--- src/hw/rtl/round_robin_task_scheduler_unit_macros.svh ---
// Assertion macros for the round-robin task scheduler.
`ifndef ROUND_ROBIN_TASK_SCHEDULER_UNIT_MACROS_SVH
`define ROUND_ROBIN_TASK_SCHEDULER_UNIT_MACROS_SVH
`ifndef SYNTHESIS
`define RRTS_ASSERT(label, clk, rst, prop, msg) \
  label: assert property (@(posedge clk) disable iff (rst) prop) else $error(msg);
`define RRTS_ASSERT_NR(label, clk, prop, msg) \
  label: assert property (@(posedge clk) prop) else $error(msg);
`else
`define RRTS_ASSERT(label, clk, rst, prop, msg)
`define RRTS_ASSERT_NR(label, clk, prop, msg)
`endif
`endif

--- src/hw/rtl/rrts_pkg.sv ---
package rrts_pkg;
  localparam logic [2:0] CMD_TICK   = 3'd0;
  localparam logic [2:0] CMD_CREATE = 3'd1;
  localparam logic [2:0] CMD_SLEEP  = 3'd2;
  localparam logic [2:0] CMD_EXIT   = 3'd3;
  localparam logic [2:0] CMD_WAIT   = 3'd4;
  localparam logic [2:0] CMD_SCHED  = 3'd5;

  localparam logic [2:0] ST_FREE  = 3'd0;
  localparam logic [2:0] ST_RUN   = 3'd1;
  localparam logic [2:0] ST_SLEEP = 3'd2;
  localparam logic [2:0] ST_WAIT  = 3'd3;
  localparam logic [2:0] ST_DEAD  = 3'd4;

  localparam logic [1:0] STAT_OK   = 2'd0;
  localparam logic [1:0] STAT_FULL = 2'd1;
  localparam logic [1:0] STAT_NONE = 2'd2;

  typedef logic [2:0] command_t;
  typedef logic [1:0] status_t;
endpackage

--- src/hw/rtl/round_robin_task_scheduler_unit.sv ---
// Round-robin task table. One command per transfer, one result per command. Slot state
// (status, ring link, parent, wake time) lives in one synchronous memory, so every slot
// visit is a read state followed by a check or write-back state. After reset a clearing
// pass over every slot initialises the table with in_stall high. Input is stalled from
// the transfer until the result is issued. Tick and unknown commands go straight to the
// result; create scans for the lowest free slot. Schedule runs a reap, a wake and a
// select pass over the ring, and every dead slot it frees adds a full pass over the table
// to unlink its children. Wait first walks the ring for a live child and, if it finds
// one, parks the running task and runs a schedule. A stalled result holds the block in
// its final state until it is taken.
`include "round_robin_task_scheduler_unit_macros.svh"
module round_robin_task_scheduler_unit #(
  parameter int MAX_TASKS = 16
) (
  input  logic                clk,
  input  logic                rst,
  input  logic                in_valid,
  output logic                in_stall,
  input  rrts_pkg::command_t  command,
  input  logic                with_parent,
  input  logic [31:0]         sleep_ticks,
  output logic                out_valid,
  input  logic                out_stall,
  output logic [3:0]          current_task,
  output logic [3:0]          new_task,
  output logic [31:0]         pid_value,
  output rrts_pkg::status_t   status_code,
  output logic                switched
);
  import rrts_pkg::*;

  localparam int SW = $clog2(MAX_TASKS);
  localparam int PW = $clog2(MAX_TASKS + 1);
  localparam int CW = $clog2(MAX_TASKS + 1);
  localparam int EW = 3 + SW + PW + 64;
  localparam logic [PW-1:0] NO_PARENT = PW'(MAX_TASKS);

  typedef struct packed {
    logic [2:0]    st;
    logic [SW-1:0] link;
    logic [PW-1:0] par;
    logic [63:0]   wake;
  } entry_t;

  localparam logic [4:0] S_INIT   = 5'd0;
  localparam logic [4:0] S_IDLE   = 5'd1;
  localparam logic [4:0] S_CUR_RD = 5'd2;
  localparam logic [4:0] S_CUR_OP = 5'd3;
  localparam logic [4:0] S_CR_RD  = 5'd4;
  localparam logic [4:0] S_CR_CHK = 5'd5;
  localparam logic [4:0] S_CC_RD  = 5'd6;
  localparam logic [4:0] S_CC_WR  = 5'd7;
  localparam logic [4:0] S_CN_WR  = 5'd8;
  localparam logic [4:0] S_WT_RD  = 5'd9;
  localparam logic [4:0] S_WT_CHK = 5'd10;
  localparam logic [4:0] S_PK_RD  = 5'd11;
  localparam logic [4:0] S_PK_WR  = 5'd12;
  localparam logic [4:0] S_RP_RD  = 5'd13;
  localparam logic [4:0] S_RP_CHK = 5'd14;
  localparam logic [4:0] S_RL_RD  = 5'd15;
  localparam logic [4:0] S_RL_WR  = 5'd16;
  localparam logic [4:0] S_PA_RD  = 5'd17;
  localparam logic [4:0] S_PA_WR  = 5'd18;
  localparam logic [4:0] S_UL_RD  = 5'd19;
  localparam logic [4:0] S_UL_CHK = 5'd20;
  localparam logic [4:0] S_FR_WR  = 5'd21;
  localparam logic [4:0] S_WK_RD  = 5'd22;
  localparam logic [4:0] S_WK_CHK = 5'd23;
  localparam logic [4:0] S_SH_RD  = 5'd24;
  localparam logic [4:0] S_SH_CHK = 5'd25;
  localparam logic [4:0] S_SL_RD  = 5'd26;
  localparam logic [4:0] S_SL_CHK = 5'd27;
  localparam logic [4:0] S_DONE   = 5'd28;

  logic [EW-1:0] mem [MAX_TASKS];
  logic [EW-1:0] rd_raw;
  entry_t        rd;
  logic [SW-1:0] rd_addr;
  logic          wr_en;
  logic [SW-1:0] wr_addr;
  entry_t        wr_data;

  logic [4:0]    state;
  logic [SW-1:0] running;
  logic [63:0]   tick;
  logic [31:0]   pid_counter;
  command_t      cmd;
  logic          wp;
  logic [31:0]   sticks;
  logic [SW-1:0] ptr;
  logic [SW-1:0] prev;
  logic [SW-1:0] nx;
  logic [SW-1:0] victim;
  logic [SW-1:0] idx;
  logic [PW-1:0] par_hold;
  logic [CW-1:0] steps;
  logic [SW-1:0] new_slot;
  logic [SW-1:0] init_cnt;
  logic [3:0]    r_new;
  logic [31:0]   r_pid;
  status_t       r_stat;
  logic          r_sw;
  logic          load;

  assign rd = entry_t'(rd_raw);

  always_ff @(posedge clk) begin
    if (wr_en) begin
      mem[wr_addr] <= EW'(wr_data);
    end
    rd_raw <= mem[rd_addr];
  end

  assign in_stall = (state != S_IDLE);
  assign load     = (state == S_DONE) && (!out_valid || !out_stall);

  always_comb begin
    wr_en   = 1'b0;
    wr_addr = ptr;
    wr_data = rd;
    case (state)
      S_INIT: begin
        wr_en   = 1'b1;
        wr_addr = init_cnt;
        wr_data = '{st: (init_cnt == '0) ? ST_RUN : ST_FREE, link: init_cnt,
                    par: NO_PARENT, wake: 64'd0};
      end
      S_CUR_OP: begin
        wr_addr = running;
        if (cmd == CMD_SLEEP) begin
          wr_en        = 1'b1;
          wr_data.st   = ST_SLEEP;
          wr_data.wake = tick + {32'd0, sticks};
        end else if (cmd == CMD_EXIT) begin
          wr_en      = 1'b1;
          wr_data.st = ST_DEAD;
        end
      end
      S_CC_WR: begin
        wr_en        = 1'b1;
        wr_addr      = running;
        wr_data.link = new_slot;
      end
      S_CN_WR: begin
        wr_en   = 1'b1;
        wr_addr = new_slot;
        wr_data = '{st: ST_RUN, link: nx, par: wp ? PW'(running) : NO_PARENT,
                    wake: 64'd0};
      end
      S_PK_WR: begin
        wr_en      = 1'b1;
        wr_addr    = running;
        wr_data.st = ST_WAIT;
      end
      S_RL_WR: begin
        wr_en        = 1'b1;
        wr_addr      = prev;
        wr_data.link = nx;
      end
      S_PA_WR: begin
        wr_en      = (rd.st == ST_WAIT);
        wr_addr    = SW'(par_hold);
        wr_data.st = ST_RUN;
      end
      S_UL_CHK: begin
        wr_en       = (rd.par == PW'(victim));
        wr_addr     = idx;
        wr_data.par = NO_PARENT;
      end
      S_FR_WR: begin
        wr_en   = 1'b1;
        wr_addr = victim;
        wr_data = '{st: ST_FREE, link: victim, par: NO_PARENT, wake: 64'd0};
      end
      S_WK_CHK: begin
        wr_en      = (rd.st == ST_SLEEP) && (rd.wake <= tick);
        wr_addr    = ptr;
        wr_data.st = ST_RUN;
      end
      default: ;
    endcase
  end

  always_ff @(posedge clk) begin
    if (rst) begin
      out_valid <= 1'b0;
    end else if (load) begin
      out_valid <= 1'b1;
    end else if (!out_stall) begin
      out_valid <= 1'b0;
    end
  end

  always_ff @(posedge clk) begin
    if (rst) begin
      state       <= S_INIT;
      running     <= '0;
      tick        <= '0;
      pid_counter <= 32'd1;
      init_cnt    <= '0;
      rd_addr     <= '0;
    end else begin
      case (state)
        S_INIT: begin
          init_cnt <= init_cnt + 1'b1;
          if (32'(init_cnt) == MAX_TASKS - 1) begin
            state <= S_IDLE;
          end
        end
        S_IDLE: begin
          if (in_valid) begin
            cmd    <= command;
            wp     <= with_parent;
            sticks <= sleep_ticks;
            r_new  <= '0;
            r_pid  <= '0;
            r_stat <= STAT_OK;
            r_sw   <= 1'b0;
            case (command)
              CMD_TICK: begin
                tick  <= tick + 64'd1;
                state <= S_DONE;
              end
              CMD_CREATE: begin
                ptr     <= '0;
                rd_addr <= '0;
                state   <= S_CR_RD;
              end
              CMD_SLEEP, CMD_EXIT, CMD_WAIT, CMD_SCHED: begin
                rd_addr <= running;
                state   <= S_CUR_RD;
              end
              default: state <= S_DONE;
            endcase
          end
        end
        S_CUR_RD: state <= S_CUR_OP;
        S_CUR_OP: begin
          if (cmd == CMD_WAIT) begin
            ptr     <= rd.link;
            rd_addr <= rd.link;
            steps   <= '0;
            state   <= S_WT_RD;
          end else if (cmd == CMD_SCHED) begin
            r_sw    <= 1'b1;
            prev    <= running;
            ptr     <= rd.link;
            rd_addr <= rd.link;
            steps   <= '0;
            state   <= S_RP_RD;
          end else begin
            state <= S_DONE;
          end
        end
        S_CR_RD: state <= S_CR_CHK;
        S_CR_CHK: begin
          if (rd.st == ST_FREE) begin
            new_slot <= ptr;
            rd_addr  <= running;
            state    <= S_CC_RD;
          end else if (32'(ptr) == MAX_TASKS - 1) begin
            r_stat <= STAT_FULL;
            state  <= S_DONE;
          end else begin
            ptr     <= ptr + 1'b1;
            rd_addr <= ptr + 1'b1;
            state   <= S_CR_RD;
          end
        end
        S_CC_RD: state <= S_CC_WR;
        S_CC_WR: begin
          nx    <= rd.link;
          r_new <= 4'(new_slot);
          if (wp) begin
            r_pid       <= pid_counter;
            pid_counter <= pid_counter + 32'd1;
          end
          state <= S_CN_WR;
        end
        S_CN_WR: state <= S_DONE;
        S_WT_RD: state <= S_WT_CHK;
        S_WT_CHK: begin
          if (ptr == running || 32'(steps) >= MAX_TASKS) begin
            state <= S_DONE;
          end else if (rd.par == PW'(running) && rd.st != ST_DEAD) begin
            rd_addr <= running;
            state   <= S_PK_RD;
          end else begin
            ptr     <= rd.link;
            rd_addr <= rd.link;
            steps   <= steps + 1'b1;
            state   <= S_WT_RD;
          end
        end
        S_PK_RD: state <= S_PK_WR;
        S_PK_WR: begin
          r_sw    <= 1'b1;
          prev    <= running;
          ptr     <= rd.link;
          rd_addr <= rd.link;
          steps   <= '0;
          state   <= S_RP_RD;
        end
        S_RP_RD: state <= S_RP_CHK;
        S_RP_CHK: begin
          if (ptr == running || 32'(steps) >= MAX_TASKS) begin
            ptr     <= running;
            rd_addr <= running;
            steps   <= '0;
            state   <= S_WK_RD;
          end else if (rd.st == ST_DEAD) begin
            victim   <= ptr;
            nx       <= rd.link;
            par_hold <= rd.par;
            rd_addr  <= prev;
            state    <= S_RL_RD;
          end else begin
            prev    <= ptr;
            ptr     <= rd.link;
            rd_addr <= rd.link;
            steps   <= steps + 1'b1;
            state   <= S_RP_RD;
          end
        end
        S_RL_RD: state <= S_RL_WR;
        S_RL_WR: begin
          if (par_hold < NO_PARENT) begin
            rd_addr <= SW'(par_hold);
            state   <= S_PA_RD;
          end else begin
            idx     <= '0;
            rd_addr <= '0;
            state   <= S_UL_RD;
          end
        end
        S_PA_RD: state <= S_PA_WR;
        S_PA_WR: begin
          idx     <= '0;
          rd_addr <= '0;
          state   <= S_UL_RD;
        end
        S_UL_RD: state <= S_UL_CHK;
        S_UL_CHK: begin
          if (32'(idx) == MAX_TASKS - 1) begin
            state <= S_FR_WR;
          end else begin
            idx     <= idx + 1'b1;
            rd_addr <= idx + 1'b1;
            state   <= S_UL_RD;
          end
        end
        S_FR_WR: begin
          ptr     <= nx;
          rd_addr <= nx;
          steps   <= steps + 1'b1;
          state   <= S_RP_RD;
        end
        S_WK_RD: state <= S_WK_CHK;
        S_WK_CHK: begin
          if (rd.link == running || 32'(steps) + 1 >= MAX_TASKS) begin
            rd_addr <= running;
            state   <= S_SH_RD;
          end else begin
            ptr     <= rd.link;
            rd_addr <= rd.link;
            steps   <= steps + 1'b1;
            state   <= S_WK_RD;
          end
        end
        S_SH_RD: state <= S_SH_CHK;
        S_SH_CHK: begin
          ptr     <= rd.link;
          rd_addr <= rd.link;
          steps   <= '0;
          state   <= S_SL_RD;
        end
        S_SL_RD: state <= S_SL_CHK;
        S_SL_CHK: begin
          if (rd.st == ST_RUN) begin
            running <= ptr;
            state   <= S_DONE;
          end else if (ptr == running || 32'(steps) + 1 >= MAX_TASKS) begin
            r_stat <= STAT_NONE;
            state  <= S_DONE;
          end else begin
            steps   <= steps + 1'b1;
            ptr     <= rd.link;
            rd_addr <= rd.link;
            state   <= S_SL_RD;
          end
        end
        S_DONE: begin
          if (load) begin
            current_task <= 4'(running);
            new_task     <= r_new;
            pid_value    <= r_pid;
            status_code  <= r_stat;
            switched     <= r_sw;
            state        <= S_IDLE;
          end
        end
        default: state <= S_IDLE;
      endcase
    end
  end

  `RRTS_ASSERT(a_stall_busy, clk, rst, out_valid && out_stall |=> out_valid, "result lost")
  `RRTS_ASSERT(a_stall_hold, clk, rst, out_valid && out_stall |=> $stable(pid_value), "pid moved")
  `RRTS_ASSERT(a_run_range, clk, rst, 32'(running) < MAX_TASKS, "running slot out of range")
  `RRTS_ASSERT(a_full_slot, clk, rst, out_valid && status_code == STAT_FULL |-> new_task == '0, "full gave slot")
endmodule
--- config.mk ---
export PLATFORM = sky130hd
export DESIGN_NAME = round_robin_task_scheduler_unit
export DESIGN_NICKNAME = d
export VERILOG_FILES = /design/src/hw/rtl/rrts_pkg.sv /design/src/hw/rtl/round_robin_task_scheduler_unit.sv
export VERILOG_INCLUDE_DIRS = /design/src /design/src/hw/rtl
export SDC_FILE = /design/constraint.sdc
export NUM_CORES = 2
export LEC_CHECK = 0
export BUFFER_PORTS_ARGS = -buffer_cell sky130_fd_sc_hd__buf_2
export CAP_MARGIN = 20
export CELL_PAD_IN_SITES_DETAIL_PLACEMENT = 1
export CELL_PAD_IN_SITES_GLOBAL_PLACEMENT = 1
export CORE_MARGIN = 5
export CORE_UTILIZATION = 40
export CTS_BUF_LIST = sky130_fd_sc_hd__clkbuf_8
export CTS_CLUSTER_SIZE = 40
export DETAILED_ROUTE_END_ITERATION = 10
export GPL_TIMING_DRIVEN = 0
export PLACE_DENSITY = 0.62
export SETUP_SLACK_MARGIN = 0.2
export SYNTH_ARGS = -nofsm -noshare
export SYNTH_HDL_FRONTEND = slang
export SYNTH_SLANG_ARGS = --single-unit
--- constraint.sdc ---
create_clock -name clk -period 12.5 [get_ports clk]
set_input_delay 1.25 -clock clk [delete_from_list [all_inputs] [get_ports clk]]
set_output_delay 1.25 -clock clk [all_outputs]
set_load 0.05 [all_outputs]
==> run summary <==
The final hold violation count was 0; the number of buffers added to fix hold violations after cts was 0. Category of the worst setup path launch point: a flip-flop. The count of boundary I/O pins came out at 85. By startpoint and endpoint, the worst setup path is classified as flip-flop to flip-flop.

Based on the critical path, the design can be clocked at up to 170 MHz. For the final routed database, the setup TNS stands at 0 ps. The post-CTS clock slew at the launch and capture registers of the worst setup and hold paths works out to 60 ps. The HPWL after detailed placement is 134000 um. Synthesis inferred 1558 register bits. The logs give 0 for the quantity of gates resized following cts and 37300 for the overall via count from detail_route. The tree built by TritonCTS fans out to 1558 sinks. The initial antenna violation count came out at 2.

Entering global routing, the biggest net connects 33 pins. The tools report the initial standard-cell utilization of the core as 40.3%. Dividing the detail-routed via count by the number of cells gives 5.66. At the pin with the least slew margin, the transition time is 1220 ps.

The die covers 168000 sq um. Counting along the longest clock path gives a buffer depth of 4. The signal on the critical path passes through clkbuf_1 > inv_1 > ha_1 > nand4_1 > nor4_1 > and2_0 > nand3_1 > o41ai_1 > a31oi_1 > buf_4 > buf_2 > nor3_2 > buf_6 > buf_4 > buf_6 > buf_6 > buf_6 > buf_6. The clock tree synthesis step divided the H-tree into 5 levels. First-pass GRT wire length: 273000 um. The area of all placed cells without fillers is 75200 sq um, and the area overhead of the layout relative to synthesis is 17.5%. The average detailed-routed wire length per instance was 28.3 um.

The number of setup buffers added after CTS was 0; the non-filler instance count after layout was 6593. After floorplanning, the core was divided into 146 placement rows. The library cell used most frequently in the layout, excluding fill and tap cells, is sky130_fd_sc_hd__edfxtp_1.

IR analysis of the VDD net gives a maximum drop of 0.116 mV. In the finished design, the share of the clock period the worst path needs comes to 47.0%. The DRC violation total after the first TritonRoute iteration was 3411. Each instance of the synthesized netlist takes up on average 17.4 sq um. Clock buffer count from CTS: 277. The logs give 0 for the number of pins exceeding their max-slew limit in the final report and 10.5 mW for the total power draw. The total detailed-routing wirelength is 187000 um, and the distinct cell type count of the synthesized netlist is 88. Summing the sequential cell areas from Yosys gives 70.2% of the chip area. In this run the standard cell core region covers 159000 sq um. Timing analysis after detailed placement gives a worst setup slack of 6550 ps. The tools report the clock root buffer as sky130_fd_sc_hd__clkbuf_8.

TritonCTS built the clock tree. For this run, design rule violations remaining after detail routing come to 0. In this run the worst path has a maximum fanout of 10.

The later pin in the worst-skew pair is clocked with a latency of 1030 ps. After synthesis, the share of flip-flops with an asynchronous set or reset is 0%. The first-pass detailed-route iteration total was 7. Setup repair after global routing left no endpoint under its margin. For the final database, setup skew stands at 78.5 ps.

The top flip-flop cell by instance count after synthesis is sky130_fd_sc_hd__edfxtp_1. Measured on the finished design, the core utilization comes to 47.3%. Counting flops with a built-in enable in the synthesized netlist gives 1368. The stage delay of the slowest cell on the critical path came out at 840 ps. For this run, the total global-route usage over all layers was measured as 22.1%. For this run, the number of Yosys warnings is 0. The number of global-route vias before repair came out at 39100. On the critical path, the stage with the largest delay is an instance of sky130_fd_sc_hd__nor3_2.

The smallest clock period supported by the final layout is computed as 5870 ps. At the end of routability-driven placement, the weighted congestion stood at 0.906. The most repeated library cell on the critical path was sky130_fd_sc_hd__buf_6.

For this design the static power due to leakage is 26.2 nW. Setup violations remaining at the end of the flow were counted as 0. Global routing finished with a remaining overflow of 0. In this run the register-to-register setup slack is 6630 ps.

Hold timing on the final database bottoms out at a slack of 397 ps. The setup slack after layout is 6630 ps. STA puts the critical path data required time at 13190 ps. The run gives 69900 sq um as the cell area reported after detailed placement.

The count of buffers added on input and output ports is 83. The number of nets in the synthesized netlist was 3814. The worst path buffer plus inverter count works out to 10. The run finished with clean final reports. Of the cells placed in the final design, the portion with a size suffix greater than 1 is 25.6%. The library cells used most frequently in the layout, excluding fill and tap cells, are sky130_fd_sc_hd__edfxtp_1 (1368), sky130_fd_sc_hd__mux4_2 (380), sky130_fd_sc_hd__clkbuf_8 (300), sky130_fd_sc_hd__inv_1 (203), sky130_fd_sc_hd__nor2_1 (201). The netlist area before placement came out at 64000 sq um. At the end of the flow, the number of nets in the layout was 4469.

The die outline height is 410 um. Family with the most delay on the worst path: simple AND/OR/NAND/NOR gates. Measured against its own limit, the worst slew margin works out to 18.4%.

Counting tap cells, the placed design contains a total of 6096 instances. The number of routed nets with antenna violations was 0; the die extent in x was 410 um. The tightest min-delay check is of the input pin to flip-flop type. The tools report the number of maximum-capacitance violations as 0. The power density of the placed cells was 140 nW/um^2. Synthesis produced 3670 cells. Data on the critical path arrives at its endpoint at 6560 ps. STA classifies the critical path endpoint as a flip-flop.
[layout make-up]
type,instances,area [sq um]
Buffer,170,658
Fill cell,15200,83600
Antenna cell,6,15.0
Sequential cell,1558,44900
Timing Repair Buffer,376,3510
Clock inverter,169,846
Clock buffer,300,4130
Tap cell,2072,2590
Inverter,95,357
Multi-Input combinational cell,1847,18200
[synth_stat cells, types with 15 or more instances]
cell type	instances	area share [%]
sky130_fd_sc_hd__a211oi_1	16	0.19
sky130_fd_sc_hd__and2_1	46	0.45
sky130_fd_sc_hd__o21ai_0	91	0.71
sky130_fd_sc_hd__a22oi_1	24	0.28
sky130_fd_sc_hd__dfxtp_1	190	5.9
sky130_fd_sc_hd__ha_1	103	2.0
sky130_fd_sc_hd__a21o_1	50	0.59
sky130_fd_sc_hd__nor2b_1	15	0.15
sky130_fd_sc_hd__clkbuf_1	129	0.76
sky130_fd_sc_hd__o211ai_1	19	0.22
sky130_fd_sc_hd__a21oi_1	106	0.83
sky130_fd_sc_hd__or3_1	23	0.22
sky130_fd_sc_hd__inv_1	94	0.55
sky130_fd_sc_hd__nor3_1	64	0.50
sky130_fd_sc_hd__and3_1	19	0.19
sky130_fd_sc_hd__xnor2_1	100	1.4
sky130_fd_sc_hd__nand2_1	169	0.99
sky130_fd_sc_hd__buf_1	27	0.16
sky130_fd_sc_hd__nor2_1	202	1.2
sky130_fd_sc_hd__nand3_1	99	0.77
sky130_fd_sc_hd__nand2b_1	16	0.16
sky130_fd_sc_hd__nand4_1	44	0.43
sky130_fd_sc_hd__xor2_1	43	0.59
sky130_fd_sc_hd__edfxtp_1	1368	64
sky130_fd_sc_hd__mux4_2	380	13
[report_power, final]
| part | total, mW | switching [mW] | leakage, nW | internal, mW |
|---|---|---|---|---|
| combinational | 0.342 | 0.195 | 7.94 | 0.148 |
| sequential | 5.78 | 0.0583 | 15.3 | 5.72 |
| clock | 4.38 | 2.06 | 2.95 | 2.32 |
[metal layers]
metal / track usage (%) / wire length (um)
met5: 0 / 0
met4: 6.14 / 4590
met3: 3.95 / 10700
met2: 35.7 / 89700
met1: 31.1 / 81500
[cell families after synthesis]
family | Yosys count | synth area share (%)
flip-flops | 1558 | 70.2
AND/OR/NAND/NOR | 772 | 6.09
AO/OA/AOI/OAI | 433 | 4.52
multiplexers | 395 | 13.6
buffers and inverters | 265 | 1.59
XOR/XNOR | 143 | 1.96
adder cells (fa/ha/maj) | 104 | 2.05
[state kept, by name, indices dropped and copies added, names as in the netlist, 5 cells and up]
register / count
mem: 1216
par_hold: 5
pid_counter: 32
pid_value: 32
r_pid: 32
rd: 76
state: 5
steps: 5
sticks: 32
tick: 64
[worst reg2reg max path, stage by stage (launching register included)]
cell and delay, ps:
sky130_fd_sc_hd__dfxtp_1 300, sky130_fd_sc_hd__clkbuf_1 350, sky130_fd_sc_hd__inv_1 160, sky130_fd_sc_hd__ha_1 320, sky130_fd_sc_hd__nand4_1 140, sky130_fd_sc_hd__nor4_1 680
sky130_fd_sc_hd__and2_0 290, sky130_fd_sc_hd__nand3_1 250, sky130_fd_sc_hd__o41ai_1 450, sky130_fd_sc_hd__a31oi_1 80, sky130_fd_sc_hd__buf_4 210, sky130_fd_sc_hd__buf_2 240
sky130_fd_sc_hd__nor3_2 840, sky130_fd_sc_hd__buf_6 280, sky130_fd_sc_hd__buf_4 240, sky130_fd_sc_hd__buf_6 210, sky130_fd_sc_hd__buf_6 200, sky130_fd_sc_hd__buf_6 170
sky130_fd_sc_hd__buf_6 150
[worst paths after layout]
path | cells after the start | start | to
setup / recovery | 18 | tick[49]$_SDFFE_PP0P_ | mem[4][28]$_DFFE_PP_
hold / removal | 1 | sleep_ticks[5] | sticks[5]$_DFFE_PP_
setup reg to reg | 18 | tick[49]$_SDFFE_PP0P_ | mem[4][28]$_DFFE_PP_
hold reg to reg | 0 | r_pid[6]$_SDFFCE_PN0P_ | pid_value[6]$_DFFE_PP_
Note: power is estimated with default switching activity, not from simulation.
